[src/design/ntc_pkg.sv]
package ntc_pkg;

    // Fixed field widths
    localparam int CHAR_W      = 8;
    localparam int INT_W       = 64;
    localparam int KIND_W      = 2;
    localparam int ERR_W       = 2;
    localparam int DIGIT_W     = 6;
    localparam int BASE_W      = 7;
    localparam int OUT_TDATA_W = 72;

    // Character codes
    localparam logic [CHAR_W-1:0] CHAR_PLUS  = 8'h2B;
    localparam logic [CHAR_W-1:0] CHAR_MINUS = 8'h2D;
    localparam logic [CHAR_W-1:0] CHAR_DOT   = 8'h2E;
    localparam logic [CHAR_W-1:0] CHAR_HASH  = 8'h23;
    localparam logic [CHAR_W-1:0] CHAR_0     = 8'h30;
    localparam logic [CHAR_W-1:0] CHAR_9     = 8'h39;
    localparam logic [CHAR_W-1:0] CHAR_LC_A  = 8'h61;
    localparam logic [CHAR_W-1:0] CHAR_LC_E  = 8'h65;
    localparam logic [CHAR_W-1:0] CHAR_LC_Z  = 8'h7A;
    localparam logic [CHAR_W-1:0] CHAR_UC_A  = 8'h41;
    localparam logic [CHAR_W-1:0] CHAR_UC_E  = 8'h45;
    localparam logic [CHAR_W-1:0] CHAR_UC_Z  = 8'h5A;

    // Radix limits and decimal base
    localparam logic [BASE_W-1:0]  BASE_MIN  = 7'd2;
    localparam logic [BASE_W-1:0]  BASE_MAX  = 7'd36;
    localparam logic [BASE_W-1:0]  BASE_SAT  = 7'd127;
    localparam logic [DIGIT_W-1:0] DEC_BASE  = 6'd10;
    localparam logic [DIGIT_W-1:0] NO_DIGIT  = 6'd63;

    // Token kinds
    localparam logic [KIND_W-1:0] KIND_OTHER = 2'd0;
    localparam logic [KIND_W-1:0] KIND_INT   = 2'd1;
    localparam logic [KIND_W-1:0] KIND_REAL  = 2'd2;

    // Error codes
    localparam logic [ERR_W-1:0] ERR_NONE      = 2'd0;
    localparam logic [ERR_W-1:0] ERR_DEC_OVF   = 2'd1;
    localparam logic [ERR_W-1:0] ERR_BAD_RADIX = 2'd2;
    localparam logic [ERR_W-1:0] ERR_RADIX_OVF = 2'd3;

    // Recognizer states
    typedef enum logic [1:0] {
        DEC_START,
        DEC_SIGNED,
        DEC_DIGITS
    } dec_state_t;

    typedef enum logic [2:0] {
        RAD_START,
        RAD_BASE,
        RAD_HASH,
        RAD_FIRST,
        RAD_DIGITS
    } rad_state_t;

    typedef enum logic [3:0] {
        REAL_START,
        REAL_SIGNED,
        REAL_INT,
        REAL_INT_END,
        REAL_DOT_FIRST,
        REAL_FRAC_FIRST,
        REAL_FRAC,
        REAL_EXP_MARK,
        REAL_EXP_SIGN,
        REAL_EXP_FIRST,
        REAL_EXP_DIGITS
    } real_state_t;

    // Character class flags
    typedef struct packed {
        logic sign;
        logic minus;
        logic digit;
        logic dot;
        logic expo;
        logic hash;
        logic alnum;
    } char_class_t;

    function automatic char_class_t classify(input logic [CHAR_W-1:0] c);
        char_class_t cls;
        logic        alpha;
        alpha     = (c >= CHAR_LC_A && c <= CHAR_LC_Z) || (c >= CHAR_UC_A && c <= CHAR_UC_Z);
        cls.sign  = (c == CHAR_PLUS) || (c == CHAR_MINUS);
        cls.minus = (c == CHAR_MINUS);
        cls.digit = (c >= CHAR_0) && (c <= CHAR_9);
        cls.dot   = (c == CHAR_DOT);
        cls.expo  = (c == CHAR_LC_E) || (c == CHAR_UC_E);
        cls.hash  = (c == CHAR_HASH);
        cls.alnum = cls.digit || alpha;
        return cls;
    endfunction

    // Digit value in bases up to 36; NO_DIGIT for anything else
    function automatic logic [DIGIT_W-1:0] digit_value(input logic [CHAR_W-1:0] c);
        logic [CHAR_W-1:0] d;
        d = NO_DIGIT;
        if (c >= CHAR_0 && c <= CHAR_9)
            d = c - CHAR_0;
        else if (c >= CHAR_LC_A && c <= CHAR_LC_Z)
            d = c - CHAR_LC_A + 8'd10;
        else if (c >= CHAR_UC_A && c <= CHAR_UC_Z)
            d = c - CHAR_UC_A + 8'd10;
        return d[DIGIT_W-1:0];
    endfunction

endpackage

[src/design/numeric_token_classifier.sv]
// A last character passes from the input register to the result register, which drives
// the master side; characters that are not last give no result.
// Throughput: one character per cycle; the input register stalls only while a
// result waits on the master side and the held character is a last one.
// Reset (rst_n low, asynchronous) clears both handshake stages and all recognizer
// state; recognizer state also returns to its start after every last character.
module numeric_token_classifier #(
    parameter int VALUE_BITS = 64
) (
    input  logic                               clk,
    input  logic                               rst_n,
    input  logic                               s_axis_tvalid,
    output logic                               s_axis_tready,
    input  logic [ntc_pkg::CHAR_W-1:0]         s_axis_tdata,  // [7:0] char_code
    input  logic                               s_axis_tlast,  // last_char
    output logic                               m_axis_tvalid,
    input  logic                               m_axis_tready,
    output logic [ntc_pkg::OUT_TDATA_W-1:0]    m_axis_tdata,  // [63:0] int_value,
                                                              // [65:64] error_code
    output logic [ntc_pkg::KIND_W-1:0]         m_axis_tuser   // [1:0] token_kind
);

    localparam int W     = VALUE_BITS;
    localparam int SUM_W = VALUE_BITS + ntc_pkg::DIGIT_W + 1;
    localparam int PAD_W = ntc_pkg::OUT_TDATA_W - ntc_pkg::INT_W - ntc_pkg::ERR_W;

    localparam logic [W-1:0] POS_LIMIT = {1'b0, {(W-1){1'b1}}};
    localparam logic [W-1:0] NEG_LIMIT = {1'b1, {(W-1){1'b0}}};

    // Input stage
    logic                       in_valid_reg;
    logic [ntc_pkg::CHAR_W-1:0] in_char_reg;
    logic                       in_last_reg;
    logic                       advance;

    // Recognizer state
    ntc_pkg::dec_state_t  dec_state_reg,  dec_state_next;
    ntc_pkg::rad_state_t  rad_state_reg,  rad_state_next;
    ntc_pkg::real_state_t real_state_reg, real_state_next;
    logic dec_dead_reg,  dec_dead_next;
    logic rad_dead_reg,  rad_dead_next;
    logic real_dead_reg, real_dead_next;
    logic [W-1:0]                mag_reg, mag_next;
    logic                        neg_reg, neg_next;
    logic [ntc_pkg::BASE_W-1:0]  base_reg, base_next;
    logic                        ovf_reg, ovf_next;
    logic                        stop_reg, stop_next;

    // Result stage
    logic                       out_valid_reg;
    logic [ntc_pkg::KIND_W-1:0] out_kind_reg, out_kind_next;
    logic [ntc_pkg::INT_W-1:0]  out_value_reg, out_value_next;
    logic [ntc_pkg::ERR_W-1:0]  out_err_reg, out_err_next;

    // Per-character working signals
    ntc_pkg::char_class_t        cls;
    logic [ntc_pkg::DIGIT_W-1:0] dig;
    logic                        dec_acc;
    logic                        rad_step;
    logic                        rad_conv;
    logic                        rad_clear;
    logic                        base_ok;
    logic                        rad_acc;
    logic                        do_acc;
    logic [ntc_pkg::DIGIT_W-1:0] factor;
    logic [SUM_W-1:0]            acc_sum;
    logic [W-1:0]                limit;
    logic [10:0]                 base_sum;

    // Handshake: a last character moves on only when the result slot frees up
    assign advance       = in_valid_reg && (!in_last_reg || !out_valid_reg || m_axis_tready);
    assign s_axis_tready = !in_valid_reg || advance;

    always_ff @(posedge clk or negedge rst_n)
    begin
        if (!rst_n)
        begin
            in_valid_reg <= 1'b0;
        end
        else if (s_axis_tvalid && s_axis_tready)
        begin
            in_valid_reg <= 1'b1;
        end
        else if (advance)
        begin
            in_valid_reg <= 1'b0;
        end
    end

    always_ff @(posedge clk)
    begin
        if (s_axis_tvalid && s_axis_tready)
        begin
            in_char_reg <= s_axis_tdata;
            in_last_reg <= s_axis_tlast;
        end
    end

    // Recognizer transitions and accumulator update
    always_comb
    begin
        cls = ntc_pkg::classify(in_char_reg);
        dig = ntc_pkg::digit_value(in_char_reg);

        dec_state_next  = dec_state_reg;
        dec_dead_next   = dec_dead_reg;
        neg_next        = neg_reg;
        dec_acc         = 1'b0;
        rad_state_next  = rad_state_reg;
        rad_dead_next   = rad_dead_reg;
        rad_step        = 1'b0;
        rad_conv        = 1'b0;
        rad_clear       = 1'b0;
        real_state_next = real_state_reg;
        real_dead_next  = real_dead_reg;

        // signed decimal
        if (!dec_dead_reg)
        begin
            unique case (dec_state_reg)
                ntc_pkg::DEC_START:
                begin
                    if (cls.sign)
                    begin
                        dec_state_next = ntc_pkg::DEC_SIGNED;
                        if (cls.minus)
                            neg_next = 1'b1;
                    end
                    else if (cls.digit)
                    begin
                        dec_state_next = ntc_pkg::DEC_DIGITS;
                        dec_acc        = 1'b1;
                    end
                    else
                        dec_dead_next = 1'b1;
                end
                ntc_pkg::DEC_SIGNED, ntc_pkg::DEC_DIGITS:
                begin
                    if (cls.digit)
                    begin
                        dec_state_next = ntc_pkg::DEC_DIGITS;
                        dec_acc        = 1'b1;
                    end
                    else
                        dec_dead_next = 1'b1;
                end
                default: dec_dead_next = 1'b1;
            endcase
        end

        // radix base#digits
        if (!rad_dead_reg)
        begin
            unique case (rad_state_reg)
                ntc_pkg::RAD_START:
                begin
                    if (cls.digit)
                    begin
                        rad_state_next = ntc_pkg::RAD_BASE;
                        rad_step       = 1'b1;
                    end
                    else
                        rad_dead_next = 1'b1;
                end
                ntc_pkg::RAD_BASE:
                begin
                    if (cls.digit)
                        rad_step = 1'b1;
                    else if (cls.hash)
                    begin
                        rad_state_next = ntc_pkg::RAD_FIRST;
                        rad_clear      = 1'b1;
                    end
                    else
                        rad_dead_next = 1'b1;
                end
                ntc_pkg::RAD_HASH:
                begin
                    if (cls.hash)
                    begin
                        rad_state_next = ntc_pkg::RAD_FIRST;
                        rad_clear      = 1'b1;
                    end
                    else
                        rad_dead_next = 1'b1;
                end
                ntc_pkg::RAD_FIRST, ntc_pkg::RAD_DIGITS:
                begin
                    if (cls.alnum)
                    begin
                        rad_state_next = ntc_pkg::RAD_DIGITS;
                        rad_conv       = 1'b1;
                    end
                    else
                        rad_dead_next = 1'b1;
                end
                default: rad_dead_next = 1'b1;
            endcase
        end

        // real: pass-through states folded into their successors
        if (!real_dead_reg)
        begin
            unique case (real_state_reg)
                ntc_pkg::REAL_START:
                begin
                    if (cls.sign)       real_state_next = ntc_pkg::REAL_SIGNED;
                    else if (cls.digit) real_state_next = ntc_pkg::REAL_INT;
                    else if (cls.dot)   real_state_next = ntc_pkg::REAL_FRAC_FIRST;
                    else                real_dead_next  = 1'b1;
                end
                ntc_pkg::REAL_SIGNED:
                begin
                    if (cls.digit)      real_state_next = ntc_pkg::REAL_INT;
                    else if (cls.dot)   real_state_next = ntc_pkg::REAL_FRAC_FIRST;
                    else                real_dead_next  = 1'b1;
                end
                ntc_pkg::REAL_INT:
                begin
                    if (cls.digit)      real_state_next = ntc_pkg::REAL_INT;
                    else if (cls.dot)   real_state_next = ntc_pkg::REAL_FRAC;
                    else if (cls.expo)  real_state_next = ntc_pkg::REAL_EXP_SIGN;
                    else                real_dead_next  = 1'b1;
                end
                ntc_pkg::REAL_INT_END:
                begin
                    if (cls.dot)        real_state_next = ntc_pkg::REAL_FRAC;
                    else if (cls.expo)  real_state_next = ntc_pkg::REAL_EXP_SIGN;
                    else                real_dead_next  = 1'b1;
                end
                ntc_pkg::REAL_DOT_FIRST:
                begin
                    if (cls.dot)        real_state_next = ntc_pkg::REAL_FRAC_FIRST;
                    else                real_dead_next  = 1'b1;
                end
                ntc_pkg::REAL_FRAC_FIRST:
                begin
                    if (cls.digit)      real_state_next = ntc_pkg::REAL_FRAC;
                    else                real_dead_next  = 1'b1;
                end
                ntc_pkg::REAL_FRAC:
                begin
                    if (cls.digit)      real_state_next = ntc_pkg::REAL_FRAC;
                    else if (cls.expo)  real_state_next = ntc_pkg::REAL_EXP_SIGN;
                    else                real_dead_next  = 1'b1;
                end
                ntc_pkg::REAL_EXP_MARK:
                begin
                    if (cls.expo)       real_state_next = ntc_pkg::REAL_EXP_SIGN;
                    else                real_dead_next  = 1'b1;
                end
                ntc_pkg::REAL_EXP_SIGN:
                begin
                    if (cls.sign)       real_state_next = ntc_pkg::REAL_EXP_FIRST;
                    else if (cls.digit) real_state_next = ntc_pkg::REAL_EXP_DIGITS;
                    else                real_dead_next  = 1'b1;
                end
                ntc_pkg::REAL_EXP_FIRST, ntc_pkg::REAL_EXP_DIGITS:
                begin
                    if (cls.digit)      real_state_next = ntc_pkg::REAL_EXP_DIGITS;
                    else                real_dead_next  = 1'b1;
                end
                default: real_dead_next = 1'b1;
            endcase
        end

        // base digits, saturating
        base_sum  = 11'(base_reg) * 11'(ntc_pkg::DEC_BASE) + 11'(dig);
        base_next = base_reg;
        if (rad_step)
            base_next = (base_sum > 11'(ntc_pkg::BASE_SAT)) ? ntc_pkg::BASE_SAT
                                                            : base_sum[ntc_pkg::BASE_W-1:0];

        // one multiply-add serves both recognizers; they never convert together
        base_ok = (base_reg >= ntc_pkg::BASE_MIN) && (base_reg <= ntc_pkg::BASE_MAX);
        rad_acc = rad_conv && base_ok && !stop_reg;
        do_acc  = dec_acc || (rad_acc && ({1'b0, dig} < base_reg));
        factor  = dec_acc ? ntc_pkg::DEC_BASE : base_reg[ntc_pkg::DIGIT_W-1:0];
        limit   = (dec_acc && neg_next) ? NEG_LIMIT : POS_LIMIT;
        acc_sum = SUM_W'(mag_reg) * SUM_W'(factor) + SUM_W'(dig);

        mag_next  = mag_reg;
        ovf_next  = ovf_reg;
        stop_next = stop_reg;
        if (rad_acc && ({1'b0, dig} >= base_reg))
            stop_next = 1'b1;
        if (do_acc && !ovf_reg)
        begin
            if (acc_sum > SUM_W'(limit))
                ovf_next = 1'b1;
            else
                mag_next = acc_sum[W-1:0];
        end
        if (rad_clear)
        begin
            mag_next  = '0;
            ovf_next  = 1'b0;
            stop_next = 1'b0;
        end
    end

    // Token verdict from the state after this character
    always_comb
    begin
        out_kind_next  = ntc_pkg::KIND_OTHER;
        out_value_next = '0;
        out_err_next   = ntc_pkg::ERR_NONE;
        if (!dec_dead_next && dec_state_next == ntc_pkg::DEC_DIGITS)
        begin
            out_kind_next = ntc_pkg::KIND_INT;
            if (ovf_next)
                out_err_next = ntc_pkg::ERR_DEC_OVF;
            else
                out_value_next = neg_next ? -ntc_pkg::INT_W'(mag_next)
                                          : ntc_pkg::INT_W'(mag_next);
        end
        else if (!rad_dead_next && rad_state_next == ntc_pkg::RAD_DIGITS)
        begin
            out_kind_next = ntc_pkg::KIND_INT;
            if (!base_ok)
                out_err_next = ntc_pkg::ERR_BAD_RADIX;
            else if (ovf_next)
                out_err_next = ntc_pkg::ERR_RADIX_OVF;
            else
                out_value_next = ntc_pkg::INT_W'(mag_next);
        end
        else if (!real_dead_next && (real_state_next == ntc_pkg::REAL_FRAC ||
                                     real_state_next == ntc_pkg::REAL_EXP_DIGITS))
        begin
            out_kind_next = ntc_pkg::KIND_REAL;
        end
    end

    // Recognizer state registers; back to start after a last character
    always_ff @(posedge clk or negedge rst_n)
    begin
        if (!rst_n)
        begin
            dec_state_reg  <= ntc_pkg::DEC_START;
            rad_state_reg  <= ntc_pkg::RAD_START;
            real_state_reg <= ntc_pkg::REAL_START;
            dec_dead_reg   <= 1'b0;
            rad_dead_reg   <= 1'b0;
            real_dead_reg  <= 1'b0;
            mag_reg        <= '0;
            neg_reg        <= 1'b0;
            base_reg       <= '0;
            ovf_reg        <= 1'b0;
            stop_reg       <= 1'b0;
        end
        else if (advance)
        begin
            if (in_last_reg)
            begin
                dec_state_reg  <= ntc_pkg::DEC_START;
                rad_state_reg  <= ntc_pkg::RAD_START;
                real_state_reg <= ntc_pkg::REAL_START;
                dec_dead_reg   <= 1'b0;
                rad_dead_reg   <= 1'b0;
                real_dead_reg  <= 1'b0;
                mag_reg        <= '0;
                neg_reg        <= 1'b0;
                base_reg       <= '0;
                ovf_reg        <= 1'b0;
                stop_reg       <= 1'b0;
            end
            else
            begin
                dec_state_reg  <= dec_state_next;
                rad_state_reg  <= rad_state_next;
                real_state_reg <= real_state_next;
                dec_dead_reg   <= dec_dead_next;
                rad_dead_reg   <= rad_dead_next;
                real_dead_reg  <= real_dead_next;
                mag_reg        <= mag_next;
                neg_reg        <= neg_next;
                base_reg       <= base_next;
                ovf_reg        <= ovf_next;
                stop_reg       <= stop_next;
            end
        end
    end

    // Result register
    always_ff @(posedge clk or negedge rst_n)
    begin
        if (!rst_n)
        begin
            out_valid_reg <= 1'b0;
        end
        else if (advance && in_last_reg)
        begin
            out_valid_reg <= 1'b1;
        end
        else if (m_axis_tready)
        begin
            out_valid_reg <= 1'b0;
        end
    end

    always_ff @(posedge clk)
    begin
        if (advance && in_last_reg)
        begin
            out_kind_reg  <= out_kind_next;
            out_value_reg <= out_value_next;
            out_err_reg   <= out_err_next;
        end
    end

    assign m_axis_tvalid = out_valid_reg;
    assign m_axis_tdata  = {{PAD_W{1'b0}}, out_err_reg, out_value_reg};
    assign m_axis_tuser  = out_kind_reg;

endmodule
[config.mk]
export PLATFORM = sky130hd
export DESIGN_NAME = numeric_token_classifier
export DESIGN_NICKNAME = d
export VERILOG_FILES = /design/src/design/ntc_pkg.sv /design/src/design/numeric_token_classifier.sv
export SDC_FILE = /design/constraint.sdc
export NUM_CORES = 2
export LEC_CHECK = 0
export BUFFER_PORTS_ARGS = -buffer_cell sky130_fd_sc_hd__buf_2
export CORE_MARGIN = 8
export CORE_UTILIZATION = 40
export DETAILED_ROUTE_END_ITERATION = 10
export PLACE_DENSITY = 0.52
export SLEW_MARGIN = 20
export SYNTH_ARGS = -nofsm -noshare
export SYNTH_HDL_FRONTEND = slang
export SYNTH_SLANG_ARGS = --single-unit
[constraint.sdc]
create_clock -name clk -period 27.1 [get_ports clk]
set_input_delay 5.42 -clock clk [delete_from_list [all_inputs] [get_ports clk]]
set_output_delay 5.42 -clock clk [all_outputs]
set_load 0.005 [all_outputs]
==> metrics.yaml <==
timing:
  rsz0062_at_grt: "false"
  skew_ns: 0.01525
  drv_slew: 0
  fin_tns_setup_ns: 0
  setup_viol: 0
  max_freq_mhz: 67.10
  worst_slew_margin_rel_pct: 28.61
  tightest_slew_ns: 1.071
  hold_viol: 0
  final.period_utilization_pct: 54.99
  layout_min_cycle_time_ns: 14.90
power:
  comb_power_share_pct: 15.7
  pwr-share-seq_pct: 44.3
  vdd.ir_drop.worst_v: 0.00003677
  power_switching_w: 0.0001993
  p_int_w: 0.0004307
  clkPwrFrac_pct: 40.0
  swShare_pct: 31.64
  p_leak_nw: 13.95
  power_density_mw_per_mm2: 22.28
floorplanning:
  die_w_um: 275.3
  num_rows: 95
  core_area_mm2: 0.06692
  dieArea_mm2: 0.07581
  io_pins: 89
  die_y_um: 275.3
  initial_utilization_pct: 40.20
setup_path:
  r2r_setup_slack_ns: 12.20
  worstSetupStartpointType: "register"
  path_class: "register to register"
  critPathMaxFanout: 89
  slowest_stage: "a2111oi_0"
  cp.arrival_ns: 15.16
  cp_data_required_time_ns: 27.36
  worst_path_largest_cell_delay_ns: 0.79
  cp-end-kind: "register"
finish:
  final_common_cell: "nand2_1"
  final_util_pct: 42.26
  design_area_mm2: 0.02828
  layout-drive-gt1-share_pct: 7.150
  layout_common_cells: "nand2_1 (450), fa_1 (254), ha_1 (248), inv_1 (213), a21oi_1 (210)"
  nets: 3650
  area_growth_pct: 5.125
  num-fill-cells: 6795
  diodes: 0
cts:
  clkTransAtPathRegs_ns: 0.07
  h-tree-depth: 4
  cts_buffer_depth: 2
  clk_latency_ns: 0.46
  cts_resized: 0
  cts_sinks: 165
  numCtsBuffers: 17
  cts_tree: "yes"
  holdBufCountCts: 0
  post_cts_buffers: 0
  clock-root-buffer: "clkbuf_16"
placement:
  dpl.hpwl_mm: 73.49
  gp_congestion: 0.9504
  dpl_cell_area_mm2: 0.02770
  placement.io_buffers: 82
yosys:
  synth-seq-area-share_pct: 16.78
  synth_cell_types: 106
  async_flop_share_pct: 53.33
  synth_top_area_share_pct: 18.90
  synth_ff_type: "dfrtp_1"
  synth_edf_count: 77
  yosysTopAreaCell: "fa_1"
  synth_area_mm2: 0.02690
  synth_cells: 3232
  ys_ff_latch: 165
  synthTopCellsByArea: "fa_1 (19%), ha_1 (12%), edfxtp_1 (8.6%), dfrtp_1 (8.2%), nand2_1 (6.3%)"
  avgSynthCellArea_um2: 8.323
  yosys_warnings: 0
grt:
  grt_max_degree: 90
  grtUsageTotal_pct: 25.54
  overflow: 0
  grt_pass1_wl_mm: 150.5
  grt_pass1_vias: 24740
  antenna_found_initial: 4
detailed_routing:
  ant_nets: 0
  drtIter0Drc: 2314
  routed_via_density: 6.100
  wl_mm: 97.03
  drt-pass1-iter-count: 9
  wl_per_cell_um: 24.14
  drcViolationCount: 0
  vias: 24520
worst_hold_path:
  hold_path_class: "register to register"
run_status:
  status: "finished clean"
run:
  drv_cap: 0
-- area by class of cell --
type	count	area [µm²]	share of cell area [%]
multi-input cells	2624	20650	73.03
flip-flops and latches	165	4514	15.96
well taps	873	1092	3.863
inverters	215	807.0	2.854
repair buffers	112	638.1	2.256
clock buffers	18	439.2	1.553
clock inverters	13	136.4	0.4823
-- worst paths after layout --
path	end	cells past startpoint	from
worst max-delay path	out_value_reg[44]$_DFFE_PP_	43	in_char_reg[4]$_DFFE_PP_
worst max register to register	out_value_reg[44]$_DFFE_PP_	43	in_char_reg[4]$_DFFE_PP_
worst min-delay path	stop_reg$_DFFE_PN0P_	2	stop_reg$_DFFE_PN0P_
max in group asynchronous	mag_reg[39]$_DFFE_PN0P_	2	rst_n
min in group asynchronous	real_state_reg[3]$_DFFE_PN0P_	1	rst_n
worst min register to register	stop_reg$_DFFE_PN0P_	2	stop_reg$_DFFE_PN0P_
-- per-layer routing --
metal  track usage [%]  vias up  share of wire (%)
li1                  -    11130                  -
met1             33.01    12390                 42
met2             44.14      855                 49
met4             9.114        2                3.6
met5                 0        -              0.013
met3             2.572      153                5.6
-- synth_stat cells (71+ instances only) --
library cell  count
edfxtp_1         77
ha_1            248
dfrtp_1          88
clkbuf_1        155
o21ai_0         145
nor2_1          170
inv_1           215
xnor2_1          71
fa_1            254
and2_1          101
and3_1          178
a21oi_1         210
nor3_1           71
nand2_1         454
-- power by group through the flow --
| stage | logic, W | clock network [W] | registers (W) |
|---|---|---|---|
| 4_1_cts | 0.0000974 | 0.000255 | 0.000279 |
| 5_1_grt | 0.000107 | 0.000266 | 0.000280 |
| 3_3_place_gp | 0.0000960 | 0 | 0.000284 |
| 3_5_place_dp | 0.0000968 | 0 | 0.000284 |
| 2_1_floorplan | 0.0000644 | 0 | 0.000280 |
| 6_report | 0.0000986 | 0.000252 | 0.000279 |
-- worst max-delay path: cells and delay by family, from the launching register on --
kind            cells  cell delay, ns
simple gates       15            4.58
compound gates     13            3.49
fa+ha+maj           7            2.78
buf+inv             5            2.65
flops               1            0.47
xor+xnor            2            0.36
mux                 1            0.29
-- cell families (layout without fill, tap and decap cells) --
family	after synthesis	in the layout	synth area share, %
AOI/OAI and AO/OA	733	733	18.04
DFF	165	165	16.78
xor gates and xnor gates	109	109	3.577
adders and majority gates	502	502	30.44
other	1	6	0.01394
muxes	33	33	1.274
and+or+nand+nor	1241	1241	23.15
buffers and inverters	448	358	6.721
-- metrics by stage --
step / setup WS, ns / std cells / power [W] / hold WS [ns]
finish: 12.20 / 4020 / 0.0006300 / 0.5221
detailed placement: 12.50 / 3989 / 0.0003810 / 0.5062
CTS: 12.51 / 4020 / 0.0006310 / 0.5219
global placement: 12.93 / 3989 / 0.0003801 / 0.4978
global route: 11.39 / 4020 / 0.0006534 / 0.5496
floorplan: 15.08 / 3237 / 0.0003442 / 0.4780
(Power assumes the default switching activity.)
